$ cat config.mk
export PLATFORM = sky130hd
export DESIGN_NAME = heap_sort_engine_core
export DESIGN_NICKNAME = d
export VERILOG_FILES = /design/src/design/hse_pkg.sv /design/src/design/hse_dpath.sv /design/src/design/hse_ctrl.sv /design/src/design/heap_sort_engine_core.sv
export SDC_FILE = /design/constraint.sdc
export NUM_CORES = 1
export LEC_CHECK = 0
export BUFFER_PORTS_ARGS = -buffer_cell sky130_fd_sc_hd__clkbuf_2
export CAP_MARGIN = 20
export CORE_MARGIN = 2
export CORE_UTILIZATION = 57
export DETAILED_ROUTE_END_ITERATION = 16
export PLACE_DENSITY = 0.79
export SETUP_SLACK_MARGIN = 0.02
export SLEW_MARGIN = 10
export SYNTH_ARGS = -nofsm -noshare
export SYNTH_HDL_FRONTEND = slang
export SYNTH_HIERARCHICAL = 1
export SYNTH_SLANG_ARGS = --single-unit
$ cat constraint.sdc
create_clock -name clock -period 6.6 [get_ports clock]
set_input_delay 0.66 -clock clock [delete_from_list [all_inputs] [get_ports clock]]
set_output_delay 0.66 -clock clock [all_outputs]
set_load 0.005 [all_outputs]
$ cat src/design/hse_pkg.sv
// ============================================================================
// hse_pkg
// Shared types for the heap sort engine: datapath opcodes and status bundle.
// ============================================================================
package hse_pkg;

   localparam int DATA_W = 32;

   // one operation per cycle, issued by the controller to the datapath
   typedef enum logic [3:0] {
      OP_NONE,
      OP_LOAD,
      OP_BUILD_INIT,
      OP_BUILD_RD,
      OP_FETCH,
      OP_EXT_INIT,
      OP_EXT_RD,
      OP_EXT_SWAP,
      OP_SIFT_RD,
      OP_SIFT_PUT,
      OP_SIFT_CMP,
      OP_OUT_INIT,
      OP_OUT_RD,
      OP_OUT_NEXT
   } dp_op_type;

   typedef struct packed {
      dp_op_type op;
   } hse_cmd_type;

   typedef struct packed {
      logic idx_zero;   // build loop finished
      logic idx_lt2;    // extract loop finished
      logic leaf;       // sift node has no children
      logic stop;       // sift value dominates larger child
      logic last_out;   // word being shown is the final one
   } hse_status_type;

endpackage

$ cat src/design/hse_dpath.sv
// ============================================================================
// hse_dpath
// Heap store, index counters, sift-down compare and output word register.
// ============================================================================
module hse_dpath #(
   parameter int MAX_LEN = 16
) (
   input  logic                              clock,
   input  logic                              reset,
   input  hse_pkg::hse_cmd_type              cmd,
   input  logic signed [hse_pkg::DATA_W-1:0] req_value,
   output hse_pkg::hse_status_type           status,
   output logic signed [hse_pkg::DATA_W-1:0] rsp_sorted_value
);

   localparam int AW  = (MAX_LEN > 1) ? $clog2(MAX_LEN) : 1;
   localparam int CW  = $clog2(MAX_LEN + 1);
   localparam int CHW = AW + 2;

   logic signed [hse_pkg::DATA_W-1:0] mem [MAX_LEN];

   logic [CW-1:0] count_ff, count_in;
   logic [CW-1:0] idx_ff, idx_in;
   logic [CW-1:0] size_ff, size_in;
   logic [AW-1:0] node_ff, node_in;
   logic signed [hse_pkg::DATA_W-1:0] sift_val_ff, sift_val_in;
   logic signed [hse_pkg::DATA_W-1:0] rd_a_ff, rd_b_ff;
   logic right_ok_ff, right_ok_in;

   logic [CW-1:0]  idx_m1;
   logic [CHW-1:0] child_l, child_r;
   logic           full, leaf, right_ok, sel_right, stop;
   logic signed [hse_pkg::DATA_W-1:0] big_val;
   logic [AW-1:0]  big_idx;

   logic                              wr_en, rd_en_a, rd_en_b;
   logic [AW-1:0]                     wr_addr, rd_addr_a, rd_addr_b;
   logic signed [hse_pkg::DATA_W-1:0] wr_data;

   assign idx_m1    = idx_ff - CW'(1);
   assign full      = (count_ff == CW'(MAX_LEN));
   assign child_l   = (CHW'(node_ff) << 1) + CHW'(1);
   assign child_r   = child_l + CHW'(1);
   assign leaf      = (child_l >= CHW'(size_ff));
   assign right_ok  = (child_r < CHW'(size_ff));
   assign sel_right = right_ok_ff && (rd_b_ff > rd_a_ff);
   assign big_val   = sel_right ? rd_b_ff : rd_a_ff;
   assign big_idx   = sel_right ? child_r[AW-1:0] : child_l[AW-1:0];
   assign stop      = (sift_val_ff >= big_val);

   assign status.idx_zero = (idx_ff == '0);
   assign status.idx_lt2  = ((idx_ff >> 1) == '0);
   assign status.leaf     = leaf;
   assign status.stop     = stop;
   assign status.last_out = ((idx_ff + CW'(1)) == count_ff);

   assign rsp_sorted_value = rd_a_ff;

   // memory port control
   always_comb begin
      wr_en     = 1'b0;
      wr_addr   = node_ff;
      wr_data   = sift_val_ff;
      rd_en_a   = 1'b0;
      rd_en_b   = 1'b0;
      rd_addr_a = child_l[AW-1:0];
      rd_addr_b = right_ok ? child_r[AW-1:0] : child_l[AW-1:0];
      unique case (cmd.op)
         hse_pkg::OP_LOAD: begin
            wr_en   = !full;
            wr_addr = count_ff[AW-1:0];
            wr_data = req_value;
         end
         hse_pkg::OP_BUILD_RD: begin
            rd_en_a   = 1'b1;
            rd_addr_a = idx_m1[AW-1:0];
         end
         hse_pkg::OP_EXT_RD: begin
            rd_en_a   = 1'b1;
            rd_addr_a = '0;
            rd_en_b   = 1'b1;
            rd_addr_b = idx_m1[AW-1:0];
         end
         hse_pkg::OP_EXT_SWAP: begin
            // old root parks at the end of the shrinking heap
            wr_en   = 1'b1;
            wr_addr = idx_ff[AW-1:0];
            wr_data = rd_a_ff;
         end
         hse_pkg::OP_SIFT_RD: begin
            rd_en_a = 1'b1;
            rd_en_b = 1'b1;
         end
         hse_pkg::OP_SIFT_PUT: begin
            wr_en = 1'b1;
         end
         hse_pkg::OP_SIFT_CMP: begin
            wr_en   = 1'b1;
            wr_data = stop ? sift_val_ff : big_val;
         end
         hse_pkg::OP_OUT_RD: begin
            rd_en_a   = 1'b1;
            rd_addr_a = idx_ff[AW-1:0];
         end
         default: begin
         end
      endcase
   end

   // counters and sift registers
   always_comb begin
      count_in    = count_ff;
      idx_in      = idx_ff;
      size_in     = size_ff;
      node_in     = node_ff;
      sift_val_in = sift_val_ff;
      right_ok_in = right_ok_ff;
      unique case (cmd.op)
         hse_pkg::OP_LOAD:       count_in = full ? count_ff : count_ff + CW'(1);
         hse_pkg::OP_BUILD_INIT: begin
            idx_in  = count_ff >> 1;
            size_in = count_ff;
         end
         hse_pkg::OP_BUILD_RD: begin
            idx_in  = idx_m1;
            node_in = idx_m1[AW-1:0];
         end
         hse_pkg::OP_FETCH:      sift_val_in = rd_a_ff;
         hse_pkg::OP_EXT_INIT:   idx_in = count_ff;
         hse_pkg::OP_EXT_RD: begin
            idx_in  = idx_m1;
            size_in = idx_m1;
            node_in = '0;
         end
         hse_pkg::OP_EXT_SWAP:   sift_val_in = rd_b_ff;
         hse_pkg::OP_SIFT_RD:    right_ok_in = right_ok;
         hse_pkg::OP_SIFT_CMP: begin
            if (!stop) begin
               node_in = big_idx;
            end
         end
         hse_pkg::OP_OUT_INIT:   idx_in = '0;
         hse_pkg::OP_OUT_NEXT: begin
            idx_in = idx_ff + CW'(1);
            if (status.last_out) begin
               count_in = '0;
            end
         end
         default: begin
         end
      endcase
   end

   always_ff @(posedge clock) begin
      if (reset) begin
         count_ff <= '0;
      end else begin
         count_ff <= count_in;
      end
      idx_ff      <= idx_in;
      size_ff     <= size_in;
      node_ff     <= node_in;
      sift_val_ff <= sift_val_in;
      right_ok_ff <= right_ok_in;
   end

   always_ff @(posedge clock) begin
      if (wr_en) begin
         mem[wr_addr] <= wr_data;
      end
      if (rd_en_a) begin
         rd_a_ff <= mem[rd_addr_a];
      end
      if (rd_en_b) begin
         rd_b_ff <= mem[rd_addr_b];
      end
   end

`ifndef SYNTHESIS
   a_count_bound: assert property (@(posedge clock) disable iff (reset)
      count_ff <= CW'(MAX_LEN))
      else $error("item count beyond store depth");

   a_node_in_heap: assert property (@(posedge clock) disable iff (reset)
      (cmd.op == hse_pkg::OP_SIFT_CMP) |-> (CHW'(node_ff) < CHW'(size_ff)))
      else $error("sift node outside heap");
`endif

endmodule

$ cat src/design/hse_ctrl.sv
// ============================================================================
// hse_ctrl
// Sequencer: load, heap build, extract loop, sift-down steps, word output.
// ============================================================================
module hse_ctrl (
   input  logic                     clock,
   input  logic                     reset,
   input  logic                     req_valid,
   input  logic                     req_last,
   output logic                     req_ready,
   output logic                     rsp_valid,
   input  logic                     rsp_ready,
   input  hse_pkg::hse_status_type  status,
   output hse_pkg::hse_cmd_type     cmd
);

   typedef enum logic [3:0] {
      S_LOAD,
      S_BUILD_INIT,
      S_BUILD_CHK,
      S_FETCH,
      S_EXT_CHK,
      S_EXT_SWAP,
      S_SIFT_RD,
      S_SIFT_CMP,
      S_OUT_RD,
      S_OUT_WAIT
   } state_type;

   state_type state_ff, state_in;
   logic      ext_ff, ext_in;   // sift belongs to extract loop
   state_type loop_chk;

   assign req_ready = (state_ff == S_LOAD);
   assign rsp_valid = (state_ff == S_OUT_WAIT);
   assign loop_chk  = ext_ff ? S_EXT_CHK : S_BUILD_CHK;

   always_comb begin
      state_in = state_ff;
      ext_in   = ext_ff;
      cmd.op   = hse_pkg::OP_NONE;
      unique case (state_ff)
         S_LOAD: begin
            if (req_valid) begin
               cmd.op = hse_pkg::OP_LOAD;
               if (req_last) begin
                  state_in = S_BUILD_INIT;
               end
            end
         end
         S_BUILD_INIT: begin
            cmd.op   = hse_pkg::OP_BUILD_INIT;
            ext_in   = 1'b0;
            state_in = S_BUILD_CHK;
         end
         S_BUILD_CHK: begin
            if (status.idx_zero) begin
               cmd.op   = hse_pkg::OP_EXT_INIT;
               ext_in   = 1'b1;
               state_in = S_EXT_CHK;
            end else begin
               cmd.op   = hse_pkg::OP_BUILD_RD;
               state_in = S_FETCH;
            end
         end
         S_FETCH: begin
            cmd.op   = hse_pkg::OP_FETCH;
            state_in = S_SIFT_RD;
         end
         S_EXT_CHK: begin
            if (status.idx_lt2) begin
               cmd.op   = hse_pkg::OP_OUT_INIT;
               state_in = S_OUT_RD;
            end else begin
               cmd.op   = hse_pkg::OP_EXT_RD;
               state_in = S_EXT_SWAP;
            end
         end
         S_EXT_SWAP: begin
            cmd.op   = hse_pkg::OP_EXT_SWAP;
            state_in = S_SIFT_RD;
         end
         S_SIFT_RD: begin
            if (status.leaf) begin
               cmd.op   = hse_pkg::OP_SIFT_PUT;
               state_in = loop_chk;
            end else begin
               cmd.op   = hse_pkg::OP_SIFT_RD;
               state_in = S_SIFT_CMP;
            end
         end
         S_SIFT_CMP: begin
            cmd.op   = hse_pkg::OP_SIFT_CMP;
            state_in = status.stop ? loop_chk : S_SIFT_RD;
         end
         S_OUT_RD: begin
            cmd.op   = hse_pkg::OP_OUT_RD;
            state_in = S_OUT_WAIT;
         end
         S_OUT_WAIT: begin
            if (rsp_ready) begin
               cmd.op   = hse_pkg::OP_OUT_NEXT;
               state_in = status.last_out ? S_LOAD : S_OUT_RD;
            end
         end
         default: begin
            state_in = S_LOAD;
         end
      endcase
   end

   always_ff @(posedge clock) begin
      if (reset) begin
         state_ff <= S_LOAD;
         ext_ff   <= 1'b0;
      end else begin
         state_ff <= state_in;
         ext_ff   <= ext_in;
      end
   end

`ifndef SYNTHESIS
   a_no_load_during_sort: assert property (@(posedge clock) disable iff (reset)
      (state_ff == S_SIFT_CMP) |-> !req_ready && !rsp_valid)
      else $error("handshake open during sift");
`endif

endmodule

$ cat src/design/heap_sort_engine_core.sv
// ============================================================================
// heap_sort_engine_core
// Binary max-heap sorter for signed 32-bit words, ascending output.
// ============================================================================
// Load words one per cycle on the req channel; the word with req_last set
// closes the set. Up to MAX_LEN words are kept; further words are taken and
// dropped. After the last word req_ready stays low while the heap is built
// and drained in the store, then every kept word comes out on the rsp channel
// smallest first, duplicates kept, rsp_last_out on the largest. req_ready
// rises again the cycle after the final word is taken.
// Each sift-down level reads both children from the store, then compares
// and writes back; each output word is read from the store, then held
// until taken. The store has one write port and two registered read ports,
// which is why a sift level is split into a read step and a compare step.
module heap_sort_engine_core #(
   parameter int MAX_LEN = 16
) (
   input  logic                              clock,
   input  logic                              reset,
   input  logic                              req_valid,
   output logic                              req_ready,
   input  logic signed [hse_pkg::DATA_W-1:0] req_value,
   input  logic                              req_last,
   output logic                              rsp_valid,
   input  logic                              rsp_ready,
   output logic signed [hse_pkg::DATA_W-1:0] rsp_sorted_value,
   output logic                              rsp_last_out
);

   hse_pkg::hse_cmd_type    cmd;
   hse_pkg::hse_status_type status;

   // sequencer: issues one datapath op per cycle
   hse_ctrl u_ctrl (
      .clock     (clock),
      .reset     (reset),
      .req_valid (req_valid),
      .req_last  (req_last),
      .req_ready (req_ready),
      .rsp_valid (rsp_valid),
      .rsp_ready (rsp_ready),
      .status    (status),
      .cmd       (cmd)
   );

   // store, counters and compare logic
   hse_dpath #(
      .MAX_LEN (MAX_LEN)
   ) u_dpath (
      .clock            (clock),
      .reset            (reset),
      .cmd              (cmd),
      .req_value        (req_value),
      .status           (status),
      .rsp_sorted_value (rsp_sorted_value)
   );

   // last flag is only meaningful while a word is shown
   assign rsp_last_out = status.last_out;

`ifndef SYNTHESIS
   a_one_side_open: assert property (@(posedge clock) disable iff (reset)
      !(req_ready && rsp_valid))
      else $error("load and output open together");

   a_reload_after_last: assert property (@(posedge clock) disable iff (reset)
      (rsp_valid && rsp_ready && rsp_last_out) |=> req_ready)
      else $error("not ready for a new set after final word");
`endif

endmodule
==> results of run 1 <==
## cell usage in the layout, fill, tap and decap left out, types with 10 or more instances in the layout
| cell | instances |
|---|---|
| edfxtp_1 | 623 |
| mux2i_1 | 420 |
| nand2_1 | 298 |
| a211oi_1 | 230 |
| a21oi_1 | 118 |
| and2_1 | 101 |
| inv_1 | 85 |
| ha_1 | 78 |
| clkbuf_2 | 71 |
| clkbuf_16 | 70 |
| a31oi_1 | 69 |
| o211ai_1 | 65 |
| buf_4 | 63 |
| a22oi_1 | 60 |
| o21ai_0 | 53 |
| nor2_1 | 38 |
| mux2_2 | 35 |
| a22o_1 | 35 |
| buf_12 | 35 |
| a221o_1 | 30 |
| and2_0 | 30 |
| nand4_1 | 20 |
| nor2_4 | 19 |
| nand3_1 | 18 |
| clkinv_2 | 15 |
| nor3_1 | 12 |
| clkinv_1 | 10 |
| clkbuf_1 | 10 |
| dfxtp_1 | 10 |
| a22oi_2 | 10 |
## worst reg2reg max path, cell delays in order (launching register included)
cell and delay, ps:
edfxtp_1 440, inv_1 80, ha_1 350, a21oi_1 140, o21ai_0 120, a221o_1 360, o31a_1 340, buf_4 170
o31ai_4 180, buf_4 220, buf_4 260, nand2_1 100, o211ai_1 120, inv_1 70, ha_1 300, a21oi_1 140
nor2_1 50, a211oi_1 420, o211ai_1 160, a21oi_1 220, mux2i_2 110, nor2_2 510, buf_8 260, buf_4 230
a221o_1 590
## registers in the layout (all words and copies together) (netlist names)
signal / flops
u_dpath/sift_val_ff: 32
u_dpath/rd_b_ff: 32
u_dpath/right_ok_ff: 1
u_dpath/mem: 512
u_dpath/size_ff: 5
u_ctrl/ext_ff: 1
u_dpath/idx_ff: 5
u_dpath/count_ff: 5
u_dpath/rsp_sorted_value: 32
u_dpath/node_ff: 4
u_ctrl/state_ff: 4
## worst paths after layout
kind | slack [ps] | cells after the start | startpoint | endpoint
setup / recovery | 340 | 24 | u_dpath/rsp_sorted_value[5] | u_dpath/mem[7][20]
hold / removal | 380 | 2 | reset | u_ctrl/ext_ff
setup reg to reg | 340 | 24 | u_dpath/rsp_sorted_value[5] | u_dpath/mem[7][20]
hold reg to reg | 530 | 2 | u_ctrl/ext_ff | u_ctrl/ext_ff
## final cells by class
class / instances / area (µm²) / area share
Clock buffer: 80 / 1790 / 0.0472
Inverter: 85 / 319 / 0.00842
Tap cell: 773 / 967 / 0.0255
Sequential cell: 633 / 18900 / 0.499
Multi-Input combinational cell: 1864 / 14000 / 0.370
Timing Repair Buffer: 170 / 1540 / 0.0407
Clock inverter: 43 / 367 / 0.00967
## kinds of logic (layout without fill, tap and decap cells)
logic type,count (synthesis),in the layout,share of synthesized area
AO/OA/AOI/OAI,719,719,0.151
flip-flops,633,633,0.556
AND/OR/NAND/NOR,593,593,0.0845
multiplexers,456,456,0.136
buffers and inverters,301,378,0.0396
adder cells (fa/ha/maj),78,78,0.0287
XOR/XNOR,18,18,0.00464
## metal layers
metal  vias to the layer above  GRT usage
met5                         -          0
met4                         2      0.162
met3                       330     0.0741
met2                      1704      0.509
met1                     12200      0.427
li1                      10900          -
## stage by stage
stage | util | setup slack, ps
floorplan | - | 245
global placement | 0.605 | 265
detailed placement | 0.606 | 500
CTS | 0.642 | 466
global route | 0.642 | 23.0
finish | 0.642 | 340
==> load_flow_metrics.sql, run 1 <==
INSERT INTO impl_metrics (metric_group, metric, value, unit) VALUES
('synthesis', 'mappedNetlistArea', '34000', 'µm²'),
('floorplanning', 'die_h', '248', 'µm'),
('setup_path', 'timing.critical_path.cells', 'inv_1, ha_1, a21oi_1, o21ai_0, a221o_1, o31a_1, buf_4, o31ai_4, buf_4, buf_4, nand2_1, o211ai_1, inv_1, ha_1, a21oi_1, nor2_1, a211oi_1, o211ai_1, a21oi_1, mux2i_2, nor2_2, buf_8, buf_4, a221o_1', ''),
('setup_path', 'worst_path_max_delay_cell', 'a221o_1', ''),
('clock_tree', 'number_of_buffers_added_for_setup_after_cts', '0', ''),
('synthesis', 'fraction_of_registers_with_async_set_or_reset_after_synthesis', '0', ''),
('finish', 'area.growth.synth_to_final', '11.5', '%'),
('clock_tree', 'number_of_buffers_added_by_the_clock_tree_synthesis_step', '68', ''),
('floorplanning', 'fp.dieW', '248', 'µm'),
('clock_tree', 'cts.repair.resized', '0', ''),
('synthesis', 'synth.distinct_cells', '78', ''),
('setup_path', 'cp_slowest_stage_delay', '590', 'ps'),
('synthesis', 'netlist_instances', '2798', ''),
('timing', 'worst_clock_skew', '29.7', 'ps'),
('timing', 'hold_violations', '0', ''),
('min_path', 'holdCritPathClass', 'input pin to register', ''),
('timing', 'final-setup-viol-count', '0', ''),
('timing', 'setup_repair_after_global_routing_missed_its_margin', 'no', ''),
('floorplanning', 'dieArea', '61600', 'µm²'),
('place', 'dpl.cell_count', '3525', ''),
('synthesis', 'synth_largest_area_cell', 'edfxtp_1', ''),
('finish', 'layout.cells.non_filler', '3648', ''),
('flow_run', 'drv_cap', '0', ''),
('timing', 'slew_headroom', '0.360', ''),
('routing', 'drt-total-wl', '101', 'mm'),
('place', 'port_buffers', '71', ''),
('global_routing', 'antenna_found_initial', '2', ''),
('setup_path', 'critical_path_fanout_max', '16', ''),
('routing', 'met1Wirelength', '37.6', 'mm'),
('setup_path', 'timing.setup.critical_path_class', 'register to register', ''),
('timing', 'timing.fmax', '160', 'MHz'),
('finish', 'fillCellCount', '4194', ''),
('place', 'postPlaceCellArea', '35800', 'µm²'),
('clock_tree', 'cts.sinks', '633', ''),
('floorplanning', 'core_area', '59000', 'µm²'),
('place', 'dp.final_hpwl', '61.2', 'mm'),
('routing', 'route.antenna.remaining_nets', '0', ''),
('routing', 'wire_per_inst', '27.7', 'µm'),
('place', 'place_congestion', '1.00', ''),
('synthesis', 'synth.cells.most_frequent', '623 x edfxtp_1, 420 x mux2i_1, 299 x nand2_1', ''),
('synthesis', 'synthFlopType', 'edfxtp_1', ''),
('setup_path', 'buffering_stage_count_on_the_worst_path_with_inverters_included', '7', ''),
('routing', 'detailroute.via_count', '25100', ''),
('global_routing', 'grt_pass1_wl', '149', 'mm'),
('synthesis', 'yosys.area.top_type_share', '0.550', ''),
('timing', 'period_needed', '6260', 'ps'),
('clock_tree', 'clock_network_latency_to_the_later_pin_of_the_worst_skew_pair', '620', 'ps'),
('clock_tree', 'clockRootBuffer', 'clkbuf_16', ''),
('setup_path', 'top_cell_family_by_delay_on_the_critical_path', 'compound AO/OA/AOI/OAI gates', ''),
('floorplanning', 'initial_utilization', '0.576', ''),
('global_routing', 'number_of_global_route_vias_before_repair', '24400', ''),
('synthesis', 'synth_enable_flop_cells', '623', ''),
('routing', 'detailroute.wirelength.met2', '46.4', 'mm'),
('setup_path', 'worstPathRequired', '6920', 'ps'),
('routing', 'via_to_cell_ratio', '6.88', ''),
('timing', 'timing.final.crit_share', '0.948', ''),
('routing', 'detailroute.wirelength.met3', '12.3', 'mm'),
('setup_path', 'cp-end-kind', 'register', ''),
('timing', 'tns', '0', 'ps'),
('floorplanning', 'rows', '89', ''),
('clock_tree', 'clockBufferDepth', '3', ''),
('setup_path', 'worstSetupStartpointType', 'register', ''),
('synthesis', 'yosys_warnings', '6', ''),
('setup_path', 'timing.critical_path.arrival', '6580', 'ps'),
('clock_tree', 'cts-htree-levels', '3', ''),
('synthesis', 'synth_sequential_area_ratio', '0.556', ''),
('finish', 'antennaDiodeCount', '0', ''),
('global_routing', 'grt_overflow_total', '0', ''),
('status', 'outcome', 'finished, final reports clean', ''),
('routing', 'highest_metal_layer_used_by_the_detailed_router', 'met5', ''),
('routing', 'drtIter0Drc', '3325', '');
Power of run 1 is not shown: default switching activity piles up to over one toggle a cycle in this logic, so the estimate is an artifact.
==> run 2, diff against run 1 <==
--- a/config.mk
+++ b/config.mk
@@ -10,9 +10,9 @@
 export CORE_MARGIN = 2
 export CORE_UTILIZATION = 57
 export DETAILED_ROUTE_END_ITERATION = 16
-export PLACE_DENSITY = 0.79
+export PLACE_DENSITY = 0.76
 export SETUP_SLACK_MARGIN = 0.02
-export SLEW_MARGIN = 10
+export SLEW_MARGIN = 0
 export SYNTH_ARGS = -nofsm -noshare
 export SYNTH_HDL_FRONTEND = slang
 export SYNTH_HIERARCHICAL = 1
==> constraint.sdc (replaced) <==
create_clock -name clock -period 6.6 [get_ports clock]
set_input_delay 0.66 -clock clock [delete_from_list [all_inputs] [get_ports clock]]
set_output_delay 0.66 -clock clock [all_outputs]
set_load 0.02 [all_outputs]
==> run 2 against run 1 <==
  * Global-route usage increased by 0.33 points
  * Clock skew shrank 2.4 ps
  * Register-to-register slack worse by 90 ps
  * Setup slack worse by 86 ps
  * Cell count unchanged
  * Maximum frequency is 1.3% lower
  * Critical path depth shrank 4
  * Sequential cell count unchanged
  * Critical endpoint is now u_dpath/mem[0][16]
==> load_flow_metrics.sql, run 2 (same netlist as run 1, synthesis figures left out) <==
INSERT INTO impl_metrics (metric_group, metric, value, unit) VALUES
('finish', 'largest_register_ff_count', '512', ''),
('finish', 'registers.top_by_ff_count', 'u_dpath/mem', ''),
('setup_path', 'cp-end-kind', 'register', ''),
('floorplanning', 'boundaryPins', '72', ''),
('finish', 'area.growth.synth_to_final', '11.0', '%'),
('routing', 'detailroute.via_count', '24900', ''),
('global_routing', 'grt_overflow_total', '0', ''),
('clock_tree', 'holdBufCountCts', '0', ''),
('finish', 'drive_gt1_frac', '0.125', ''),
('routing', 'final_routed_drc_violation_total', '0', ''),
('clock_tree', 'cts-htree-levels', '3', ''),
('finish', 'antennaDiodeCount', '0', ''),
('global_routing', 'busiest_layer', 'met2', ''),
('finish', 'final_common_cell', 'edfxtp_1', ''),
('setup_path', 'rr_startpoint', 'u_dpath/rsp_sorted_value[23]', ''),
('routing', 'drtPass1Iterations', '8', ''),
('place', 'place_congestion', '0.963', ''),
('clock_tree', 'clock_network_latency_to_the_later_pin_of_the_worst_skew_pair', '610', 'ps'),
('clock_tree', 'cts.repair.resized', '0', ''),
('timing', 'slew_headroom', '0.277', ''),
('global_routing', 'antenna_found_initial', '2', ''),
('setup_path', 'crit-reg2reg-capture', 'u_dpath/mem[0][16]', ''),
('place', 'dp.final_hpwl', '62.4', 'mm'),
('setup_path', 'ff2ff_setup_slack', '250', 'ps'),
('floorplanning', 'dieArea', '61600', 'µm²'),
('clock_tree', 'clockRootBuffer', 'clkbuf_16', ''),
('routing', 'route.antenna.remaining_nets', '0', ''),
('clock_tree', 'cts_tree', 'yes', ''),
('timing', 'setup_repair_after_global_routing_missed_its_margin', 'no', ''),
('place', 'port_buffers', '71', ''),
('routing', 'wire_per_inst', '27.9', 'µm'),
('clock_tree', 'number_of_buffers_added_by_the_clock_tree_synthesis_step', '68', ''),
('global_routing', 'grt_pass1_wl', '149', 'mm'),
('floorplanning', 'fp.dieW', '248', 'µm'),
('floorplanning', 'core_area', '59000', 'µm²'),
('global_routing', 'fraction_of_met1_tracks_used_by_global_routing', '0.435', ''),
('setup_path', 'worstPathRequired', '6900', 'ps'),
('routing', 'drtIter0Drc', '2886', ''),
('floorplanning', 'initial_utilization', '0.576', ''),
('finish', 'most-common-layout-cells', '623 x edfxtp_1, 420 x mux2i_1, 298 x nand2_1', ''),
('finish', 'finalNetCount', '2944', ''),
('global_routing', 'number_of_global_route_vias_before_repair', '24200', ''),
('setup_path', 'reg2reg_depth', '20', ''),
('clock_tree', 'cts.sinks', '633', ''),
('global_routing', 'groute.layer.met3.usage', '0.0673', ''),
('setup_path', 'critical_path_fanout_max', '23', ''),
('setup_path', 'timing.setup.critical_path_class', 'register to register', ''),
('routing', 'drt-total-wl', '102', 'mm'),
('global_routing', 'global_route_usage_sum', '0.328', ''),
('floorplanning', 'rows', '89', ''),
('timing', 'final-max-slew-violation-count', '0', ''),
('floorplanning', 'die_h', '248', 'µm'),
('timing', 'period_needed', '6350', 'ps'),
('flow_run', 'drv_cap', '0', ''),
('global_routing', 'grt_max_degree', '121', ''),
('status', 'outcome', 'finished, final reports clean', ''),
('setup_path', 'worstSetupStartpointType', 'register', ''),
('clock_tree', 'clockBufferDepth', '3', ''),
('timing', 'hold_violations', '0', ''),
('timing', 'worst_clock_skew', '27.3', 'ps'),
('timing', 'tightestPinTransition', '1080', 'ps'),
('setup_path', 'critical_path_endpoint', 'u_dpath/mem[0][16]', ''),
('setup_path', 'crit_start', 'u_dpath/rsp_sorted_value[23]', ''),
('routing', 'via_to_cell_ratio', '6.83', ''),
('clock_tree', 'path_clk_slew', '70', 'ps'),
('timing', 'timing.fmax', '158', 'MHz'),
('global_routing', 'met2_usage', '0.516', ''),
('timing', 'final-setup-viol-count', '0', ''),
('clock_tree', 'number_of_buffers_added_for_setup_after_cts', '0', ''),
('setup_path', 'timing.critical_path.arrival', '6640', 'ps'),
('timing', 'tns', '0', 'ps'),
('min_path', 'holdCritPathClass', 'input pin to register', ''),
('timing', 'timing.final.crit_share', '0.961', '');
## run 2: changes by cell type in the layout (fill, tap and decap cells not counted), sizes merged
cell and delta:
clkinv -6, clkinvlp -1, inv -5, clkbuf +8, buf +6, bufinv -2
## run 2: critical path, cell delays in order, from the launching register on
cell	delay [ps]
edfxtp_1	550
inv_1	110
ha_1	340
a21oi_1	160
o21ai_0	170
a22oi_1	320
nand2_1	160
nor3_2	300
buf_12	200
a22oi_1	80
o211ai_1	260
inv_1	80
ha_1	320
nand4_1	110
or4_1	520
o221ai_1	430
a21oi_1	170
mux2i_2	200
nor2_2	450
buf_4	430
a221o_1	650
## run 2: area by class of cell
class                           instances  area (µm²)
Clock buffer                           87        1820
Clock inverter                         29         194
Fill cell                            4218       21300
Inverter                               85         319
Multi-Input combinational cell       1864       14000
Sequential cell                       633       18900
Tap cell                              773         967
Timing Repair Buffer                  177        1520
## run 2: metal layers
metal  wire length, µm  vias to the layer above
li1                  -                    10900
met1             38600                    12100
met2             46400                     1596
met3             12000                      312
met4              4860                        2
met5                12                        -
## run 2: worst min path at each step
stage	from	end	slack [ps]	depth (start not counted)
6_report	reset	u_ctrl/state_ff[3]	390	2
5_1_grt	reset	u_ctrl/state_ff[3]	390	2
4_1_cts	reset	u_ctrl/state_ff[3]	360	2
3_5_place_dp	u_ctrl/ext_ff	u_ctrl/ext_ff	500	2
3_3_place_gp	u_ctrl/ext_ff	u_ctrl/ext_ff	500	2
2_1_floorplan	u_ctrl/ext_ff	u_ctrl/ext_ff	480	2
## run 2: through the flow
stage	setup slack (ps)	util	instance area, µm²	std cells	hold WS (ps)
after CTS	353	0.639	37700	3645	358
after global placement	545	0.605	35700	3529	500
after floorplan	245	-	34000	2798	481
after detailed placement	390	0.605	35700	3529	505
final	254	0.640	37700	3648	390
after global routing	22.4	0.640	37700	3648	392
Power of run 2 is left out for the same reason.
